$ cat src/sst_pkg.sv
// Shared types, constants and helper functions for the sprite slide tween sequencer.
// No dependencies; every other file imports this package.
`default_nettype none
package sst_pkg;

  localparam int COORD_BITS = 13;
  localparam int FRAC_BITS  = 16;
  localparam int FADE_W     = 16;
  localparam int DIR_W      = 3;
  localparam int OP_W       = 3;
  localparam int PHASE_W    = 3;
  localparam int SCREEN_W   = 12;
  localparam int HALF_W     = 11;
  localparam int HOME_W     = 13;
  localparam int CFG_IDX_W  = 3;
  localparam int CFG_DATA_W = 13;

  // progress word holds 0 .. 1.0 inclusive
  localparam int RW = FRAC_BITS + 1;
  // signed multiplier operand covers progress and a coordinate difference
  localparam int MW = ((RW > COORD_BITS + 1) ? RW : COORD_BITS + 1) + 1;
  localparam int PW = 2 * MW;
  // working width for edge sums and blended positions before saturation
  localparam int SATW = 18;
  localparam int DIV_CNT_W = $clog2(FRAC_BITS + 1);

  localparam int IN_DATA_W  = ((2 * DIR_W + 3 * FADE_W + 7) / 8) * 8;
  localparam int OUT_BITS   = 2 * COORD_BITS + 1 + PHASE_W;
  localparam int OUT_DATA_W = ((OUT_BITS + 7) / 8) * 8;

  typedef logic signed [COORD_BITS-1:0] coord_t;
  typedef logic signed [FADE_W:0]       cnt_t;
  typedef logic [RW-1:0]                frac_t;
  typedef logic signed [MW-1:0]         mop_t;
  typedef logic signed [PW-1:0]         prod_t;
  typedef logic signed [SATW-1:0]       wide_t;

  localparam frac_t ONE_Q  = frac_t'(1 << FRAC_BITS);
  localparam frac_t HALF_Q = frac_t'(1 << (FRAC_BITS - 1));
  localparam wide_t CMAX   = wide_t'((1 << (COORD_BITS - 1)) - 1);
  localparam wide_t CMIN   = wide_t'(-(1 << (COORD_BITS - 1)));

  typedef enum logic [PHASE_W-1:0] {
    PH_HIDDEN  = 3'd0,
    PH_SHOWN   = 3'd1,
    PH_HOLDING = 3'd2,
    PH_FADE_IN = 3'd3,
    PH_IN_HOLD = 3'd4,
    PH_IN_OUT  = 3'd5,
    PH_FADE_OUT = 3'd6
  } phase_t;

  typedef enum logic [OP_W-1:0] {
    OP_TICK     = 3'd0,
    OP_FADE_IN  = 3'd1,
    OP_FADE_OUT = 3'd2,
    OP_IN_HOLD  = 3'd3,
    OP_IN_OUT   = 3'd4
  } op_t;

  typedef enum logic [DIR_W-1:0] {
    DIR_UP        = 3'd0,
    DIR_DOWN      = 3'd1,
    DIR_RIGHT     = 3'd2,
    DIR_LEFT      = 3'd3,
    DIR_UP_LEFT   = 3'd4,
    DIR_DOWN_RIGHT = 3'd5
  } dir_t;

  typedef enum logic [CFG_IDX_W-1:0] {
    REG_SCREEN_W = 3'd0,
    REG_SCREEN_H = 3'd1,
    REG_HOME_X   = 3'd2,
    REG_HOME_Y   = 3'd3,
    REG_HALF_W   = 3'd4,
    REG_HALF_H   = 3'd5
  } cfg_reg_t;

  typedef enum logic [3:0] {
    ST_IDLE,
    ST_PREP,
    ST_DIV,
    ST_CUBE1,
    ST_CUBE2,
    ST_CUBE3,
    ST_BX,
    ST_BY,
    ST_BYW,
    ST_OUT
  } state_t;

  typedef struct packed {
    logic   ok;
    coord_t x;
    coord_t y;
  } point_t;

  // clamp to the signed coordinate range
  function automatic coord_t sat_coord(input wide_t v);
    coord_t r;
    if (v > CMAX) r = CMAX[COORD_BITS-1:0];
    else if (v < CMIN) r = CMIN[COORD_BITS-1:0];
    else r = v[COORD_BITS-1:0];
    return r;
  endfunction

  // off-screen point for an edge direction; ok is low for undefined codes
  function automatic point_t edge_point(input logic [DIR_W-1:0] dir,
                                        input logic [SCREEN_W-1:0] sw,
                                        input logic [SCREEN_W-1:0] sh,
                                        input logic [HALF_W-1:0] hw,
                                        input logic [HALF_W-1:0] hh,
                                        input coord_t hx,
                                        input coord_t hy);
    wide_t  w, h, l, u, px, py;
    point_t p;
    w  = $signed(wide_t'(sw) + wide_t'(hw));
    h  = $signed(wide_t'(sh) + wide_t'(hh));
    l  = -$signed(wide_t'(hw));
    u  = -$signed(wide_t'(hh));
    px = '0;
    py = '0;
    p.ok = 1'b1;
    unique case (dir)
      DIR_UP:         begin px = wide_t'(hx); py = u; end
      DIR_DOWN:       begin px = wide_t'(hx); py = h; end
      DIR_RIGHT:      begin px = w; py = wide_t'(hy); end
      DIR_LEFT:       begin px = l; py = wide_t'(hy); end
      DIR_UP_LEFT:    begin px = l; py = u; end
      DIR_DOWN_RIGHT: begin px = w; py = h; end
      default:        p.ok = 1'b0;
    endcase
    p.x = sat_coord(px);
    p.y = sat_coord(py);
    return p;
  endfunction

endpackage
`default_nettype wire

$ cat src/sst_div.sv
// Restoring divider, one quotient bit per cycle, for fractional fade progress.
// Depends on sst_pkg.
`default_nettype none
module sst_div (
  input  wire logic clk,
  input  wire logic rst,
  input  wire logic start,
  input  wire logic [sst_pkg::FADE_W-1:0] num,
  input  wire logic [sst_pkg::FADE_W-1:0] den,
  output logic done,
  output logic [sst_pkg::FRAC_BITS-1:0] quo
);
  import sst_pkg::*;

  logic busy;
  logic [DIV_CNT_W-1:0] cnt;
  logic [FADE_W:0]   rem;
  logic [FADE_W+1:0] rem_sh;
  logic              ge;
  logic [FADE_W:0]   rem_next;

  // shift in a zero and try to subtract the divisor
  always_comb begin
    rem_sh   = {rem, 1'b0};
    ge       = rem_sh >= {2'b00, den};
    rem_next = ge ? (FADE_W+1)'(rem_sh - {2'b00, den}) : rem_sh[FADE_W:0];
  end

  // sequence the bit steps
  always_ff @(posedge clk) begin
    if (rst) begin
      busy <= 1'b0;
      done <= 1'b0;
      cnt  <= '0;
    end else begin
      done <= 1'b0;
      if (start) begin
        busy <= 1'b1;
        cnt  <= DIV_CNT_W'(FRAC_BITS);
      end else if (busy) begin
        cnt <= cnt - DIV_CNT_W'(1);
        if (cnt == DIV_CNT_W'(1)) begin
          busy <= 1'b0;
          done <= 1'b1;
        end
      end
    end
  end

  // remainder and quotient
  always_ff @(posedge clk) begin
    if (start) begin
      rem <= {1'b0, num};
      quo <= '0;
    end else if (busy) begin
      rem <= rem_next;
      quo <= {quo[FRAC_BITS-2:0], ge};
    end
  end

endmodule
`default_nettype wire

$ cat src/sst_mul.sv
// Shared signed multiplier with a registered product, used for the cube and blend steps.
// Depends on sst_pkg.
`default_nettype none
module sst_mul (
  input  wire logic clk,
  input  wire sst_pkg::mop_t a,
  input  wire sst_pkg::mop_t b,
  output sst_pkg::prod_t p
);
  import sst_pkg::*;

  // register the product
  always_ff @(posedge clk) begin
    p <= a * b;
  end

endmodule
`default_nettype wire

$ cat src/sprite_slide_tween_sequencer.sv
// Sprite slide tween sequencer: commands and frame ticks in, one position result per item.
// Depends on sst_pkg, sst_div and sst_mul.
// Commands, idle ticks and phase steps go from acceptance straight to the output register;
// a tick that moves the sprite runs the divider and then four passes through the shared
// multiplier, and skips the division when progress is exactly 0 or 1.
// One item is in work at a time; the next is taken once the result is registered.
// Reset (synchronous, rst high) returns to hidden with the default registers.
`default_nettype none
module sprite_slide_tween_sequencer (
  input  wire logic clk,
  input  wire logic rst,
  // configuration writes
  input  wire logic cfg_we,
  input  wire logic [sst_pkg::CFG_IDX_W-1:0] cfg_index,
  input  wire logic [sst_pkg::CFG_DATA_W-1:0] cfg_data,
  // input stream
  input  wire logic s_tvalid,
  output logic s_tready,
  // fade_time, fade_dir, hold_time, out_time, out_dir (low bits first), zero pad
  input  wire logic [sst_pkg::IN_DATA_W-1:0] s_tdata,
  // opcode
  input  wire logic [sst_pkg::OP_W-1:0] s_tuser,
  // output stream
  output logic m_tvalid,
  input  wire logic m_tready,
  // pos_x, pos_y, visible, phase (low bits first), zero pad
  output logic [sst_pkg::OUT_DATA_W-1:0] m_tdata
);
  import sst_pkg::*;

  // configuration registers
  logic [SCREEN_W-1:0] view_width, view_height;
  logic [HOME_W-1:0]   home_x, home_y;
  logic [HALF_W-1:0]   half_width, half_height;

  // tween state
  phase_t phase_reg;
  cnt_t   fade_left, hold_left;
  logic [FADE_W-1:0] fade_total, pending_out_time;
  logic [DIR_W-1:0]  pending_out_dir;
  coord_t from_x, from_y, to_x, to_y, cur_x, cur_y;

  // working registers
  state_t state, state_next;
  frac_t  t, u, r;
  logic   t_lo;

  // input fields
  op_t  op;
  logic [FADE_W-1:0] fade_time, hold_time, out_time;
  logic [DIR_W-1:0]  fade_dir, out_dir;
  logic s_acc;

  assign op        = op_t'(s_tuser);
  assign fade_time = s_tdata[0 +: FADE_W];
  assign fade_dir  = s_tdata[FADE_W +: DIR_W];
  assign hold_time = s_tdata[FADE_W+DIR_W +: FADE_W];
  assign out_time  = s_tdata[2*FADE_W+DIR_W +: FADE_W];
  assign out_dir   = s_tdata[3*FADE_W+DIR_W +: DIR_W];
  assign s_tready  = (state == ST_IDLE);
  assign s_acc     = s_tvalid && s_tready;

  // home and edge points
  coord_t hx, hy;
  point_t ep;
  logic   fading, tick_moves, hold_expire;
  logic [DIR_W-1:0] edge_dir;

  assign hx = sat_coord(wide_t'($signed(home_x)));
  assign hy = sat_coord(wide_t'($signed(home_y)));
  assign fading = (phase_reg == PH_FADE_IN) || (phase_reg == PH_IN_HOLD) ||
                  (phase_reg == PH_IN_OUT) || (phase_reg == PH_FADE_OUT);
  assign tick_moves  = (op == OP_TICK) && fading && (fade_left >= 0);
  assign hold_expire = (op == OP_TICK) && (phase_reg == PH_HOLDING) && (hold_left < 0);
  assign edge_dir = hold_expire ? pending_out_dir : fade_dir;
  assign ep = edge_point(edge_dir, view_width, view_height, half_width, half_height, hx, hy);

  // progress select and divider
  logic need_div, div_start, div_done;
  logic [FRAC_BITS-1:0] quo;
  logic [FADE_W-1:0]    div_num;

  assign need_div  = (fade_total != '0) && (fade_left > 0) &&
                     (fade_left < $signed({1'b0, fade_total}));
  assign div_num   = fade_total - fade_left[FADE_W-1:0];
  assign div_start = (state == ST_PREP) && need_div;

  sst_div u_div (
    .clk  (clk),
    .rst  (rst),
    .start(div_start),
    .num  (div_num),
    .den  (fade_total),
    .done (div_done),
    .quo  (quo)
  );

  // shared multiplier operand select
  mop_t  mul_a, mul_b;
  prod_t mul_p;
  frac_t u_now, c_val;
  logic signed [COORD_BITS:0] dx, dy;
  prod_t pr;
  wide_t blend_pos;

  assign u_now = (t < HALF_Q) ? frac_t'(t << 1) : frac_t'((ONE_Q - t) << 1);
  assign c_val = mul_p[FRAC_BITS +: RW];
  assign dx = {to_x[COORD_BITS-1], to_x} - {from_x[COORD_BITS-1], from_x};
  assign dy = {to_y[COORD_BITS-1], to_y} - {from_y[COORD_BITS-1], from_y};

  always_comb begin
    mul_a = '0;
    mul_b = '0;
    unique case (state)
      ST_CUBE1: begin mul_a = $signed(MW'(u_now)); mul_b = $signed(MW'(u_now)); end
      ST_CUBE2: begin mul_a = $signed(MW'(c_val)); mul_b = $signed(MW'(u)); end
      ST_BX:    begin mul_a = MW'(dx); mul_b = $signed(MW'(r)); end
      ST_BY:    begin mul_a = MW'(dy); mul_b = $signed(MW'(r)); end
      default:  begin mul_a = '0; mul_b = '0; end
    endcase
  end

  sst_mul u_mul (
    .clk(clk),
    .a  (mul_a),
    .b  (mul_b),
    .p  (mul_p)
  );

  // round half up with floor shift, then add the start point
  assign pr = mul_p + prod_t'(HALF_Q);
  always_comb begin
    if (state == ST_BY) blend_pos = $signed(pr[FRAC_BITS +: SATW]) + wide_t'(from_x);
    else blend_pos = $signed(pr[FRAC_BITS +: SATW]) + wide_t'(from_y);
  end

  // state register
  always_ff @(posedge clk) begin
    if (rst) state <= ST_IDLE;
    else state <= state_next;
  end

  // next state
  always_comb begin
    state_next = state;
    unique case (state)
      ST_IDLE:  if (s_acc) state_next = tick_moves ? ST_PREP : ST_OUT;
      ST_PREP:  state_next = need_div ? ST_DIV : ST_CUBE1;
      ST_DIV:   if (div_done) state_next = ST_CUBE1;
      ST_CUBE1: state_next = ST_CUBE2;
      ST_CUBE2: state_next = ST_CUBE3;
      ST_CUBE3: state_next = ST_BX;
      ST_BX:    state_next = ST_BY;
      ST_BY:    state_next = ST_BYW;
      ST_BYW:   state_next = ST_OUT;
      ST_OUT:   if (!m_tvalid || m_tready) state_next = ST_IDLE;
      default:  state_next = ST_IDLE;
    endcase
  end

  // configuration writes
  always_ff @(posedge clk) begin
    if (rst) begin
      view_width  <= SCREEN_W'(1280);
      view_height <= SCREEN_W'(720);
      home_x      <= '0;
      home_y      <= '0;
      half_width  <= '0;
      half_height <= '0;
    end else if (cfg_we) begin
      unique case (cfg_reg_t'(cfg_index))
        REG_SCREEN_W: view_width  <= cfg_data[SCREEN_W-1:0];
        REG_SCREEN_H: view_height <= cfg_data[SCREEN_W-1:0];
        REG_HOME_X:   home_x      <= cfg_data[HOME_W-1:0];
        REG_HOME_Y:   home_y      <= cfg_data[HOME_W-1:0];
        REG_HALF_W:   half_width  <= cfg_data[HALF_W-1:0];
        REG_HALF_H:   half_height <= cfg_data[HALF_W-1:0];
        default: ;
      endcase
    end
  end

  // tween state and datapath
  always_ff @(posedge clk) begin
    if (rst) begin
      phase_reg        <= PH_HIDDEN;
      fade_left        <= '0;
      fade_total       <= '0;
      hold_left        <= '0;
      pending_out_time <= '0;
      pending_out_dir  <= DIR_UP;
      from_x <= '0;
      from_y <= '0;
      to_x   <= '0;
      to_y   <= '0;
      cur_x  <= '0;
      cur_y  <= '0;
    end else begin
      unique case (state)
        ST_IDLE: if (s_acc) begin
          unique case (op)
            OP_TICK: begin
              if (phase_reg == PH_HOLDING) begin
                if (hold_left < 0) begin
                  hold_left <= '0;
                  if (pending_out_time != '0) begin
                    // chained fade-out from home
                    phase_reg  <= PH_FADE_OUT;
                    from_x     <= hx;
                    from_y     <= hy;
                    cur_x      <= hx;
                    cur_y      <= hy;
                    if (ep.ok) begin
                      to_x <= ep.x;
                      to_y <= ep.y;
                    end
                    fade_left  <= cnt_t'({1'b0, pending_out_time});
                    fade_total <= pending_out_time;
                    pending_out_time <= '0;
                  end else begin
                    phase_reg <= PH_HIDDEN;
                  end
                end else begin
                  hold_left <= hold_left - cnt_t'(1);
                end
              end else if (fading) begin
                if (fade_left < 0) begin
                  fade_left <= '0;
                  unique case (phase_reg)
                    PH_FADE_IN: phase_reg <= PH_SHOWN;
                    PH_FADE_OUT: phase_reg <= PH_HIDDEN;
                    default:    phase_reg <= PH_HOLDING;
                  endcase
                end else begin
                  fade_left <= fade_left - cnt_t'(1);
                end
              end
            end
            OP_FADE_OUT: begin
              phase_reg <= PH_FADE_OUT;
              from_x <= hx;
              from_y <= hy;
              cur_x  <= hx;
              cur_y  <= hy;
              if (ep.ok) begin
                to_x <= ep.x;
                to_y <= ep.y;
              end
              fade_left  <= cnt_t'({1'b0, fade_time});
              fade_total <= fade_time;
            end
            OP_FADE_IN, OP_IN_HOLD, OP_IN_OUT: begin
              to_x <= hx;
              to_y <= hy;
              if (ep.ok) begin
                from_x <= ep.x;
                from_y <= ep.y;
                cur_x  <= ep.x;
                cur_y  <= ep.y;
              end else begin
                cur_x <= from_x;
                cur_y <= from_y;
              end
              fade_left  <= cnt_t'({1'b0, fade_time});
              fade_total <= fade_time;
              if (op == OP_FADE_IN) begin
                phase_reg <= PH_FADE_IN;
              end else begin
                hold_left <= cnt_t'({1'b0, hold_time});
                if (op == OP_IN_HOLD) begin
                  phase_reg <= PH_IN_HOLD;
                end else begin
                  phase_reg        <= PH_IN_OUT;
                  pending_out_time <= out_time;
                  pending_out_dir  <= out_dir;
                end
              end
            end
            default: ;
          endcase
        end
        ST_BY:  cur_x <= sat_coord(blend_pos);
        ST_BYW: cur_y <= sat_coord(blend_pos);
        default: ;
      endcase
    end
  end

  // progress and easing registers
  always_ff @(posedge clk) begin
    unique case (state)
      ST_PREP: begin
        if ((fade_total == '0) || (fade_left <= 0)) t <= ONE_Q;
        else t <= '0;
      end
      ST_DIV: if (div_done) t <= frac_t'(quo);
      ST_CUBE1: begin
        u    <= u_now;
        t_lo <= (t < HALF_Q);
      end
      ST_CUBE3: r <= t_lo ? frac_t'(c_val >> 1) : frac_t'(ONE_Q - (c_val >> 1));
      default: ;
    endcase
  end

  // output register
  always_ff @(posedge clk) begin
    if (rst) begin
      m_tvalid <= 1'b0;
    end else if (state == ST_OUT && (!m_tvalid || m_tready)) begin
      m_tvalid <= 1'b1;
    end else if (m_tready) begin
      m_tvalid <= 1'b0;
    end
  end

  always_ff @(posedge clk) begin
    if (state == ST_OUT && (!m_tvalid || m_tready)) begin
      m_tdata <= OUT_DATA_W'({phase_reg, (phase_reg != PH_HIDDEN), cur_y, cur_x});
    end
  end

endmodule
`default_nettype wire

$ cat config.mk
export PLATFORM = sky130hd
export DESIGN_NAME = sprite_slide_tween_sequencer
export DESIGN_NICKNAME = d
export VERILOG_FILES = /design/src/sst_pkg.sv /design/src/sst_div.sv /design/src/sst_mul.sv /design/src/sprite_slide_tween_sequencer.sv
export SDC_FILE = /design/constraint.sdc
export NUM_CORES = 2
export LEC_CHECK = 0
export ABC_AREA = 1
export BUFFER_PORTS_ARGS = -buffer_cell sky130_fd_sc_hd__buf_2
export CAP_MARGIN = 20
export CORE_MARGIN = 2
export CORE_UTILIZATION = 55
export DETAILED_ROUTE_END_ITERATION = 8
export GPL_ROUTABILITY_DRIVEN = 1
export PLACE_DENSITY = 0.73
export SLEW_MARGIN = 20
export SYNTH_ARGS = -nofsm -noshare
export SYNTH_HDL_FRONTEND = slang
export SYNTH_HIERARCHICAL = 1
export SYNTH_SLANG_ARGS = --single-unit
$ cat constraint.sdc
create_clock -name clk -period 7.1 [get_ports clk]
set_input_delay 1.065 -clock clk [delete_from_list [all_inputs] [get_ports clk]]
set_output_delay 1.065 -clock clk [all_outputs]
set_load 0.05 [all_outputs]
==> reports/metrics.csv <==
metric;value;unit
status;complete, no violations;
CTS tree;yes;
Die Width;263;µm
vias per inst;5.39;
WL per Instance;16.6;µm
initial antenna violation count;2;
GRT Overall Usage;29.5;%
number of global-route vias before repair;32500;
maximum clock rate;143;MHz
post-synthesis instance area;36900;µm²
CP max stage cell;fa_1;
Max Cap Viol;0;
final core occ;64.0;%
htree depth;2;
die area;69200;µm²
Initial DRC Count;2916;
I/O Buffers;109;
type of the worst setup path;register to register;
final wirelength;104000;µm
Pwr Density;264;nW/µm²
Die H;263;µm
root buf cell;clkbuf_16;
most frequent cells in the layout;nand2_1 (1234), inv_1 (1022), nor2_1 (323);
pin count of the biggest net entering global routing;108;
Worst setup EP type;register;
fraction of layout cells with a size suffix above 1;14.4;%
WP data arrival;7.51;ns
Post-Syn Area per Cell;7.13;µm²
dpl hpwl;79500;µm
final setup fails;0;
GPL Wtd Cong;0.944;
cell repeated most along the worst path;inv_2;
clk_skew;0.0261;ns
max_slew headroom;27.2;%
hold_ws;0.425;ns
Cell Area, Placed;39300;µm²
CP max stage delay;0.56;ns
Core Region;66100;µm²
DR DRC count;0;
max reg flops;30;
ANT nets after route;0;
P_leak;0.0219;µW
Crit Path Max Fanout;4;
Slew Limit Fails;0;
worst skew pair latency;0.58;ns
Final Cycle Share;98.5;%
Largest regs;m_tdata: 30 flops, u_mul/p: 19 flops;
final instance area;42300;µm²
CP Launch Type;register;
row count;94;
Starting Density;55.8;%
Worst Hold Class;register to register;
fillers;5873;
Final nets;5975;
setup TNS;0;ns
first-pass detailed-route iteration total;6;
Worst VDD drop;0.277;mV
post-route setup slack;0.109;ns
WP data required;7.62;ns
largest register by flop count;m_tdata;
diode count;0;
area delta synth->final;14.6;%
Num CTS Buffers;41;
Mapped Cells;5175;
via count;33700;
pre-CTS WS;-0.0984;ns
commonest non-fill, non-tap cell in the layout;nand2_1;
min cycle time layout;6.99;ns
grt ovf;0;
YS warnings;6;
RSZ-0062 raised after global routing;yes;
Final Hold Vio Count;0;
global-route wire length before repair;167000;µm
Clock Sinks;367;
I/O pin cnt;114;
Clock transition at path regs;0.08;ns
Slew @ Worst Pin;1.09;ns
Max clock buf depth;3;
-- critical path: cells and delay by family, from the launching register on --
kind	cells	cell delay, ns
adder cells (fa/ha/maj)	8	3.61
AND/OR/NAND/NOR	13	1.30
buffers and inverters	13	1.21
flip-flops	1	0.33
AO/OA/AOI/OAI	3	0.31
XOR/XNOR	1	0.16
-- repair_timing --
item,4_1_cts,5_1_grt
pin swaps,0,117
setup endpoints to repair,18,19
gates resized for setup,14,311
gates cloned,0,5
setup buffers,0,28
hold buffers,0,0
-- final timing paths --
kind              from     endpoint  slack, ns  depth (start not counted)
max          from_y[2]  u_mul/p[27]       0.11                         38
min           cur_y[6]  m_tdata[19]       0.42                          0
max reg2reg  from_y[2]  u_mul/p[27]       0.11                         38
min reg2reg   cur_y[6]  m_tdata[19]       0.42                          0
-- stage by stage --
| stage | power, µW | instances |
|---|---|---|
| finish | 11200 | 6249 |
| CTS | 10700 | 6214 |
| detailed placement | 8380 | 6138 |
| global route | 12000 | 6249 |
| global placement | 8290 | 6138 |
| floorplan | 6860 | 5177 |
-- final cells by class --
type / count / area (µm²) / share of cell area (%)
clock inverters: 20 / 213 / 0.503
clock buffers: 56 / 1220 / 2.87
repair buffers: 327 / 2540 / 6.00
flip-flops and latches: 367 / 8330 / 19.7
well taps: 864 / 1080 / 2.56
inverters: 1090 / 4100 / 9.70
multi-input cells: 3525 / 24800 / 58.7
-- power by group --
group / total [µW] / switching, µW / internal [µW]
Clock: 2280 / 955 / 1330
Combinational: 5860 / 3720 / 2130
Sequential: 3020 / 337 / 2680
-- metal layers --
| metal | global-route usage [%] | vias to the layer above | wire length [µm] |
|---|---|---|---|
| met5 | 0 | - | 13 |
| met1 | 41.3 | 16000 | 45500 |
| met2 | 48.9 | 1080 | 48800 |
| met3 | 3.07 | 139 | 7020 |
| met4 | 7.85 | 2 | 2490 |
| li1 | - | 16400 | - |
Power figures use the tool's default switching activity.
